==> src/sv/irm_pkg.sv <==
// Package for the ICMP reply matcher: configuration and result structs,
// status and kind codes, register indexes and field widths.
// Used by every module of the block; depends on nothing.
package irm_pkg;

    // Register indexes on the configuration port
    localparam int unsigned CFG_IDX_W = 3;
    localparam logic [CFG_IDX_W-1:0] REG_PROCESS_ID     = 3'd0;
    localparam logic [CFG_IDX_W-1:0] REG_EXPECTED_SEQ   = 3'd1;
    localparam logic [CFG_IDX_W-1:0] REG_SEND_TIME      = 3'd2;
    localparam logic [CFG_IDX_W-1:0] REG_ECHO_TYPE      = 3'd3;
    localparam logic [CFG_IDX_W-1:0] REG_TIME_EXC_TYPE  = 3'd4;
    localparam logic [CFG_IDX_W-1:0] REG_DEST_IP        = 3'd5;

    localparam int unsigned CFG_DATA_W = 32;

    // Reset value of the time exceeded type register
    localparam logic [7:0] TIME_EXC_TYPE_RESET = 8'd11;

    // Result status codes
    localparam logic [1:0] ST_ACCEPTED  = 2'd0;
    localparam logic [1:0] ST_TOO_SHORT = 2'd1;
    localparam logic [1:0] ST_OTHER     = 2'd2;
    localparam logic [1:0] ST_MISMATCH  = 2'd3;

    // Reply kind codes
    localparam logic KIND_ECHO     = 1'b0;
    localparam logic KIND_TIME_EXC = 1'b1;

    // Stream widths
    localparam int unsigned S_TDATA_W = 40;
    localparam int unsigned M_TDATA_W = 72;

    typedef struct packed {
        logic [15:0] process_id;
        logic [15:0] expected_seq;
        logic [31:0] send_time;
        logic [7:0]  echo_reply_type;
        logic [7:0]  time_exceeded_type;
        logic [31:0] dest_ip;
    } cfg_t;

    typedef struct packed {
        logic [1:0]  status;
        logic        reply_kind;
        logic [31:0] source_ip;
        logic        reached_dest;
        logic [31:0] round_trip_ms;
    } result_t;

endpackage

==> src/sv/irm_cfg_regs.sv <==
// Configuration register file of the ICMP reply matcher.
// Depends on irm_pkg for register indexes, reset values and cfg_t.
module irm_cfg_regs (
    input  logic                            aclk,
    input  logic                            aresetn,
    input  logic                            cfg_valid,
    output logic                            cfg_ready,
    input  logic [irm_pkg::CFG_IDX_W-1:0]   cfg_index,
    input  logic [irm_pkg::CFG_DATA_W-1:0]  cfg_data,
    input  logic                            pipe_busy,
    output irm_pkg::cfg_t                   cfg
);
    import irm_pkg::*;

    cfg_t cfg_reg;
    cfg_t cfg_next;
    logic wr;

    // Hold writes off while a word waits in the input register
    assign cfg_ready = !pipe_busy;
    assign wr        = cfg_valid && cfg_ready;

    // Decode the write
    always_comb begin
        cfg_next = cfg_reg;
        if (wr) begin
            case (cfg_index)
                REG_PROCESS_ID:    cfg_next.process_id         = cfg_data[15:0];
                REG_EXPECTED_SEQ:  cfg_next.expected_seq       = cfg_data[15:0];
                REG_SEND_TIME:     cfg_next.send_time          = cfg_data;
                REG_ECHO_TYPE:     cfg_next.echo_reply_type    = cfg_data[7:0];
                REG_TIME_EXC_TYPE: cfg_next.time_exceeded_type = cfg_data[7:0];
                REG_DEST_IP:       cfg_next.dest_ip            = cfg_data;
                default:           cfg_next = cfg_reg;
            endcase
        end
    end

    always_ff @(posedge aclk) begin
        if (!aresetn) begin
            cfg_reg                    <= '0;
            cfg_reg.time_exceeded_type <= TIME_EXC_TYPE_RESET;
        end else begin
            cfg_reg <= cfg_next;
        end
    end

    assign cfg = cfg_reg;

endmodule

==> src/sv/irm_parser.sv <==
// Byte parser of the ICMP reply matcher: input register, per-packet field
// capture and classification on the last byte. Depends on irm_pkg.
module irm_parser #(
    parameter int MAX_PACKET_BYTES = 1024
) (
    input  logic                  aclk,
    input  logic                  aresetn,
    input  logic                  s_tvalid,
    output logic                  s_tready,
    input  logic [7:0]            s_byte,
    input  logic                  s_last,
    input  logic [31:0]           s_now,
    input  logic                  cfg_valid,
    input  irm_pkg::cfg_t         cfg,
    input  logic                  out_free,
    output logic                  pipe_busy,
    output logic                  res_load,
    output irm_pkg::result_t      res
);
    import irm_pkg::*;

    localparam int PW = $clog2(MAX_PACKET_BYTES + 1);
    localparam int CW = PW + 2;
    localparam logic [PW-1:0] MAX_POS = PW'(MAX_PACKET_BYTES);

    // Input register
    logic        in_valid_reg, in_valid_next;
    logic [7:0]  in_byte_reg;
    logic        in_last_reg;
    logic [31:0] in_now_reg;

    // Packet state
    logic [PW-1:0] pos_reg, pos_next;
    logic [5:0]    hlen_reg, hlen_next;
    logic [7:0]    kind_reg, kind_next;
    logic [31:0]   src_reg, src_next;
    logic [7:0]    off_reg, off_next;
    logic [15:0]   id_reg, id_next;
    logic [15:0]   seq_reg, seq_next;
    logic          done_reg, done_next;

    logic          adv, take, s_acc;
    logic [CW-1:0] p_w, h_w, off_w, len_w;
    logic          is_echo, is_te, icmp_hit;
    logic [1:0]    rel;

    // Advance the input word unless a result would find the output slot full
    assign adv       = in_valid_reg && (!in_last_reg || out_free);
    assign s_tready  = (!in_valid_reg || adv) && !cfg_valid;
    assign s_acc     = s_tvalid && s_tready;
    assign pipe_busy = in_valid_reg;
    assign in_valid_next = s_acc || (in_valid_reg && !adv);
    assign take      = adv && (pos_reg < MAX_POS);

    always_ff @(posedge aclk) begin
        if (!aresetn) begin
            in_valid_reg <= 1'b0;
        end else begin
            in_valid_reg <= in_valid_next;
        end
    end

    always_ff @(posedge aclk) begin
        if (s_acc) begin
            in_byte_reg <= s_byte;
            in_last_reg <= s_last;
            in_now_reg  <= s_now;
        end
    end

    // Capture header fields from the current byte
    always_comb begin
        pos_next  = pos_reg;
        hlen_next = hlen_reg;
        kind_next = kind_reg;
        src_next  = src_reg;
        off_next  = off_reg;
        id_next   = id_reg;
        seq_next  = seq_reg;
        done_next = done_reg;
        icmp_hit  = 1'b0;
        rel       = 2'd0;

        if (pos_reg == '0) begin
            hlen_next = {in_byte_reg[3:0], 2'b00};
        end
        p_w   = CW'(pos_reg);
        h_w   = CW'(hlen_next);
        off_w = CW'(off_reg);

        if (take) begin
            pos_next = pos_reg + 1'b1;
            if (pos_reg >= PW'(12) && pos_reg <= PW'(15)) begin
                src_next[8*pos_reg[1:0] +: 8] = in_byte_reg;
            end
            if (p_w == h_w) begin
                kind_next = in_byte_reg;
            end
            if (p_w > h_w) begin
                if (kind_next == cfg.echo_reply_type) begin
                    if (p_w >= h_w + CW'(4) && p_w <= h_w + CW'(7)) begin
                        icmp_hit = 1'b1;
                        rel      = 2'(p_w - h_w);
                    end
                end else if (kind_next == cfg.time_exceeded_type) begin
                    if (p_w == h_w + CW'(8)) begin
                        off_next = 8'(hlen_next) + 8'd8 + {2'b00, in_byte_reg[3:0], 2'b00};
                    end else if (p_w > h_w + CW'(8) && p_w >= off_w + CW'(4) &&
                                 p_w <= off_w + CW'(7)) begin
                        icmp_hit = 1'b1;
                        rel      = 2'(p_w - off_w);
                    end
                end
            end
        end else begin
            hlen_next = hlen_reg;
            h_w       = CW'(hlen_reg);
        end

        // Store identifier and sequence bytes of the ICMP header
        if (icmp_hit) begin
            case (rel)
                2'd0: id_next[7:0]   = in_byte_reg;
                2'd1: id_next[15:8]  = in_byte_reg;
                2'd2: seq_next[7:0]  = in_byte_reg;
                2'd3: begin
                    seq_next[15:8] = in_byte_reg;
                    done_next      = 1'b1;
                end
                default: id_next = id_reg;
            endcase
        end
    end

    // Classify the packet from the updated fields
    always_comb begin
        is_echo = (kind_next == cfg.echo_reply_type);
        is_te   = !is_echo && (kind_next == cfg.time_exceeded_type);
        len_w   = CW'(pos_next);

        res.reply_kind    = KIND_ECHO;
        res.reached_dest  = 1'b0;
        res.source_ip     = src_next;
        res.round_trip_ms = in_now_reg - cfg.send_time;

        if (len_w < CW'(16) || len_w < CW'(hlen_next) + CW'(8)) begin
            res.status = ST_TOO_SHORT;
        end else if (!is_echo && !is_te) begin
            res.status = ST_OTHER;
        end else if (!done_next) begin
            res.status = ST_TOO_SHORT;
        end else begin
            res.reply_kind = is_te ? KIND_TIME_EXC : KIND_ECHO;
            if (id_next != cfg.process_id || seq_next != cfg.expected_seq) begin
                res.status = ST_MISMATCH;
            end else begin
                res.status       = ST_ACCEPTED;
                res.reached_dest = (src_next == cfg.dest_ip);
            end
        end
    end

    assign res_load = adv && in_last_reg;

    // Update packet state; clear it after the last byte
    always_ff @(posedge aclk) begin
        if (!aresetn || res_load) begin
            pos_reg  <= '0;
            hlen_reg <= '0;
            kind_reg <= '0;
            src_reg  <= '0;
            off_reg  <= '0;
            id_reg   <= '0;
            seq_reg  <= '0;
            done_reg <= 1'b0;
        end else begin
            pos_reg  <= pos_next;
            hlen_reg <= hlen_next;
            kind_reg <= kind_next;
            src_reg  <= src_next;
            off_reg  <= off_next;
            id_reg   <= id_next;
            seq_reg  <= seq_next;
            done_reg <= done_next;
        end
    end

    a_clear_after_last: assert property (@(posedge aclk) disable iff (!aresetn)
        res_load |=> (pos_reg == '0 && done_reg == 1'b0))
        else $error("packet state not cleared after last byte");

    a_pos_bound: assert property (@(posedge aclk) disable iff (!aresetn)
        pos_reg <= MAX_POS)
        else $error("byte position beyond packet limit");

    a_len_aligned: assert property (@(posedge aclk) disable iff (!aresetn)
        hlen_reg[1:0] == 2'b00 && off_reg[1:0] == 2'b00)
        else $error("header length or inner offset not a multiple of four");

    a_load_when_free: assert property (@(posedge aclk) disable iff (!aresetn)
        res_load |-> out_free)
        else $error("result loaded into a full output slot");

endmodule

==> src/sv/irm_out_reg.sv <==
// Result register of the ICMP reply matcher: holds one result word and
// packs it onto the master stream. Depends on irm_pkg.
module irm_out_reg (
    input  logic                           aclk,
    input  logic                           aresetn,
    input  logic                           res_load,
    input  irm_pkg::result_t               res,
    output logic                           out_free,
    output logic                           m_tvalid,
    input  logic                           m_tready,
    output logic [irm_pkg::M_TDATA_W-1:0]  m_tdata,
    output logic                           m_tuser
);
    import irm_pkg::*;

    logic    out_valid_reg, out_valid_next;
    result_t res_reg;

    // Slot is free when empty or being drained this cycle
    assign out_free       = !out_valid_reg || m_tready;
    assign out_valid_next = res_load || (out_valid_reg && !m_tready);

    always_ff @(posedge aclk) begin
        if (!aresetn) begin
            out_valid_reg <= 1'b0;
        end else begin
            out_valid_reg <= out_valid_next;
        end
    end

    always_ff @(posedge aclk) begin
        if (res_load) begin
            res_reg <= res;
        end
    end

    // Pack the word
    assign m_tvalid = out_valid_reg;
    assign m_tdata  = {5'b0, res_reg.round_trip_ms, res_reg.reached_dest,
                       res_reg.source_ip, res_reg.status};
    assign m_tuser  = res_reg.reply_kind;

endmodule

==> src/sv/icmp_reply_matcher_top.sv <==
// Top level of the ICMP reply matcher: configuration registers, byte
// parser and result register. Depends on irm_pkg and the irm_ modules.
//
// Takes a received IPv4 packet one byte per word on the slave stream, one
// word per clock, and gives one result word per packet after its last byte
// (tlast). Each byte passes an input register and is parsed from there;
// the result is registered and shows on the master stream once the last
// byte is parsed. Bytes keep flowing while a result waits, and
// only the last byte of the next packet stalls while the result register
// is full. A configuration write is taken only while no byte sits in the
// input register, and a pending write holds the slave stream for that
// cycle. Bytes at positions of MAX_PACKET_BYTES and above are dropped.
module icmp_reply_matcher_top #(
    parameter int MAX_PACKET_BYTES = 1024
) (
    input  logic                           aclk,
    input  logic                           aresetn,
    // slave stream
    input  logic                           s_tvalid,
    output logic                           s_tready,
    // [7:0] data_byte, [39:8] now_ms
    input  logic [irm_pkg::S_TDATA_W-1:0]  s_tdata,
    input  logic                           s_tlast,
    // master stream
    output logic                           m_tvalid,
    input  logic                           m_tready,
    // [1:0] status, [33:2] source_ip, [34] reached_dest,
    // [66:35] round_trip_ms, [71:67] zero
    output logic [irm_pkg::M_TDATA_W-1:0]  m_tdata,
    // [0] reply_kind
    output logic                           m_tuser,
    // configuration write
    input  logic                           cfg_valid,
    output logic                           cfg_ready,
    input  logic [irm_pkg::CFG_IDX_W-1:0]  cfg_index,
    input  logic [irm_pkg::CFG_DATA_W-1:0] cfg_data
);
    import irm_pkg::*;

    cfg_t    cfg;
    result_t res;
    logic    pipe_busy;
    logic    res_load;
    logic    out_free;

    irm_cfg_regs u_cfg (
        .aclk      (aclk),
        .aresetn   (aresetn),
        .cfg_valid (cfg_valid),
        .cfg_ready (cfg_ready),
        .cfg_index (cfg_index),
        .cfg_data  (cfg_data),
        .pipe_busy (pipe_busy),
        .cfg       (cfg)
    );

    irm_parser #(
        .MAX_PACKET_BYTES (MAX_PACKET_BYTES)
    ) u_parser (
        .aclk      (aclk),
        .aresetn   (aresetn),
        .s_tvalid  (s_tvalid),
        .s_tready  (s_tready),
        .s_byte    (s_tdata[7:0]),
        .s_last    (s_tlast),
        .s_now     (s_tdata[39:8]),
        .cfg_valid (cfg_valid),
        .cfg       (cfg),
        .out_free  (out_free),
        .pipe_busy (pipe_busy),
        .res_load  (res_load),
        .res       (res)
    );

    irm_out_reg u_out (
        .aclk     (aclk),
        .aresetn  (aresetn),
        .res_load (res_load),
        .res      (res),
        .out_free (out_free),
        .m_tvalid (m_tvalid),
        .m_tready (m_tready),
        .m_tdata  (m_tdata),
        .m_tuser  (m_tuser)
    );

endmodule

==> config.mk <==
export PLATFORM = sky130hd
export DESIGN_NAME = icmp_reply_matcher_top
export DESIGN_NICKNAME = d
export VERILOG_FILES = /design/src/sv/irm_pkg.sv /design/src/sv/irm_cfg_regs.sv /design/src/sv/irm_parser.sv /design/src/sv/irm_out_reg.sv /design/src/sv/icmp_reply_matcher_top.sv
export SDC_FILE = /design/constraint.sdc
export NUM_CORES = 1
export LEC_CHECK = 0
export BUFFER_PORTS_ARGS = -buffer_cell sky130_fd_sc_hd__clkbuf_2
export CORE_MARGIN = 3
export CORE_UTILIZATION = 50
export CTS_BUF_LIST = sky130_fd_sc_hd__clkbuf_8
export DETAILED_ROUTE_END_ITERATION = 8
export PLACE_DENSITY = 0.69
export SYNTH_ARGS = -nofsm -noshare
export SYNTH_HDL_FRONTEND = slang
export SYNTH_SLANG_ARGS = --single-unit
==> constraint.sdc <==
create_clock -name aclk -period 10.8 [get_ports aclk]
set_input_delay 1.08 -clock aclk [delete_from_list [all_inputs] [get_ports aclk]]
set_output_delay 1.08 -clock aclk [all_outputs]
set_load 0.005 [all_outputs]
==> flow_summary.yaml <==
global_route:
  overflow: 0
  grt_max_degree: 115
  grt.total_usage_pct: 24.78
  antenna_found_initial: 1
  grt_pass1_vias: 13030
  grt_pass1_wl_microns: 70790
drt:
  dr.pass1.iters: 7
  via_count: 13630
  route.detailed.drc: 0
  first_iter_violations: 982
  wire_per_inst_microns: 18.09
  via_per_inst: 5.439
  ant_nets: 0
  wl_microns: 45310
clock_tree:
  cts.reportedPaths.clkPinSlew_ns: 0.06
  ctsHoldBuffers: 0
  cts_buffers: 54
  numClockSinks: 321
  clkLatencyLatePin_ns: 0.62
  cts-resized-gates: 0
  clk_path_buf_depth: 3
  cts_root_buf: "clkbuf_8"
  cts_tree: "yes"
  post_cts_buffers: 0
  htree_levels: 2
synth:
  synth_seq_cells: 321
  synthFlopType: "dfxtp_1"
  syn_inst: 1875
  synth-edff-count: 109
  ys_seq_area_share_pct: 44.53
  synth_area_sq_um: 16880
  ys_types: 76
  syn-mean-instance-area_sq_um: 9.004
  ys.warnings.count: 0
  async_reset_ff_share_pct: 0
critical_path:
  cpPeakStageDelay_ns: 0.74
  end_kind: "register"
  worst_ep_arrival_time_ns: 7.67
  critPathBufInv: 1
  start_kind: "register"
  critPathKind: "register to register"
  crit_family: "simple AND/OR/NAND/NOR gates"
  crit_required_ns: 11.25
  cpMaxStageDelayCell: "o21ai_1"
  crit_chain: "inv_1 -> ha_1 -> nor4b_2 -> nand3_1 -> o21ai_1 -> ha_1 -> nor4b_1 -> nand4_2 -> o311ai_1 -> nand4_4 -> o21ai_1 -> nand2b_1 -> mux2_2 -> nand3_1 -> nor4_2 -> nand4_1 -> nor4_1"
  worstPathMaxFanout: 17
  worst-r2r-setup-slack_ns: 3.57
floorplan:
  ios: 157
  rows: 66
  fp.dieArea_sq_um: 36010
  dieWidth_microns: 189.8
  start_util_pct: 51.37
  die_y_microns: 189.8
  core_sq_um: 32870
sta:
  rsz0062_at_grt: "false"
  tns_ns: 0
  slew_headroom_pct: 23.44
  timing.final.crit_share_pct: 66.91
  setup_viol: 0
  worst_slew_pin_slew_ns: 1.146
  layout_setup_ws_ns: 3.574
  slew_viol_final: 0
  hold_viol: 0
  finalCriticalPeriod_ns: 7.226
  clock.fmax_mhz: 138.4
  finClkSkew_ns: 0.03206
outcome:
  status: "finished, final reports clean"
placed_design:
  dp_hpwl_microns: 33010
  port_buffers: 151
  dpl_worst_slack_ns: 3.577
  place.gp.congestion: 0.8860
finish:
  fin_nets: 2190
  fillers: 3039
  drive_gt1_share_pct: 12.75
  final_cell_mix: "nand2_1 (283), dfxtp_1 (212), nor2_1 (198)"
  diodes: 0
  largest_reg_flops: 112
  final_common_cell: "nand2_1"
  synthToLayoutAreaGrowth_pct: 13.12
pwr:
  vdd_ir_drop_max_uv: 103.8
  p_leak_nw: 7.696
  powerDensity_nw_per_um2: 139.2
min_path:
  hp-class: "register to register"
job:
  max_cap_viol_count: 0
-- layout make-up --
| class | instances | area (sq um) | area share [%] |
|---|---|---|---|
| flip-flops and latches | 321 | 7517 | 39.36 |
| inverters | 126 | 473.0 | 2.477 |
| well taps | 442 | 553.0 | 2.896 |
| multi-input cells | 1352 | 8605 | 45.06 |
| repair buffers | 162 | 838.3 | 4.390 |
| clock inverters | 35 | 188.9 | 0.9893 |
| clock buffers | 67 | 922.1 | 4.829 |
-- Yosys cell counts, types with 6 or more instances --
cell type  number  area (sq um)
a21oi_1       115         575.6
nor4_1         16         100.1
nand2b_1       19         118.9
nand4_1        27         168.9
o21ai_0        32         160.2
nor2_1        200         750.7
xnor2_1       117          1025
buf_4           6         45.04
o31ai_1         9         67.56
nand2_1       283          1062
nand3_1        31         155.2
mux2i_1        39         390.4
and2_1          7         43.79
inv_1         124         465.5
xor2_1         41         359.1
a21boi_0      100         750.7
o22ai_1         8         50.05
and3_1         12         75.07
a211oi_1        8         60.06
ha_1           91          1139
edfxtp_1      109          3273
clkbuf_1       68         255.2
o21a_1         10         75.07
nor3b_1         7         52.55
nor2b_1        35         219.0
o211ai_1        8         60.06
a31oi_1         7         43.79
a21o_1         14         105.1
nor3_1         13         65.06
dfxtp_1       212          4244
buf_2           6         30.03
or2_2           6         37.54
o21ai_1         6         30.03
-- where the power goes --
group	internal, mW	total [mW]	switching [mW]
Sequential	1.28	1.30	0.0233
Combinational	0.105	0.265	0.160
Clock	0.588	1.09	0.503
Total	1.97	2.66	0.686
-- stage by stage --
stage | std cells | utilization, % | instance area, sq um | hold WS [ns] | total power [mW]
global placement | 2403 | 54.72 | 17990 | 0.4491 | 1.586
finish | 2505 | 58.10 | 19100 | 0.4594 | 2.658
global route | 2505 | 58.10 | 19100 | 0.4789 | 2.772
floorplan | 1879 | - | 16900 | 0.4268 | 1.502
CTS | 2505 | 58.10 | 19100 | 0.4646 | 2.684
detailed placement | 2403 | 54.72 | 17990 | 0.4505 | 1.589
-- cell families (layout without fill, tap and decap cells) --
kind of cell	after synthesis	after routing	synth area share, %
xor gates and xnor gates	158	158	8.197
DFF	321	321	44.53
and+or+nand+nor	687	687	18.57
muxes	42	42	2.512
AOI/OAI and AO/OA	368	368	14.55
other	1	5	0.02221
adders and majority gates	92	92	6.863
buffers and inverters	206	390	4.758
-- layer usage --
| metal | wire length, microns | track usage, % |
|---|---|---|
| met5 | 16 | 0 |
| met4 | 1240 | 7.734 |
| met3 | 3291 | 5.252 |
| met2 | 20210 | 39.35 |
| met1 | 20550 | 34.10 |
-- worst paths after layout --
path                            start                 to  depth (start not counted)
setup / recovery  u_parser.pos_reg[0]  u_out.m_tdata[34]                         17
hold / removal      u_parser.done_reg  u_parser.done_reg                          2
setup reg to reg  u_parser.pos_reg[0]  u_out.m_tdata[34]                         17
hold reg to reg     u_parser.done_reg  u_parser.done_reg                          2
-- worst min-delay path, cell delays in order (launching register included) --
cell and delay (ns):
dfxtp_1 0.29, inv_1 0.06, a21oi_1 0.06
No activity file was read; power rests on OpenSTA's default activity.
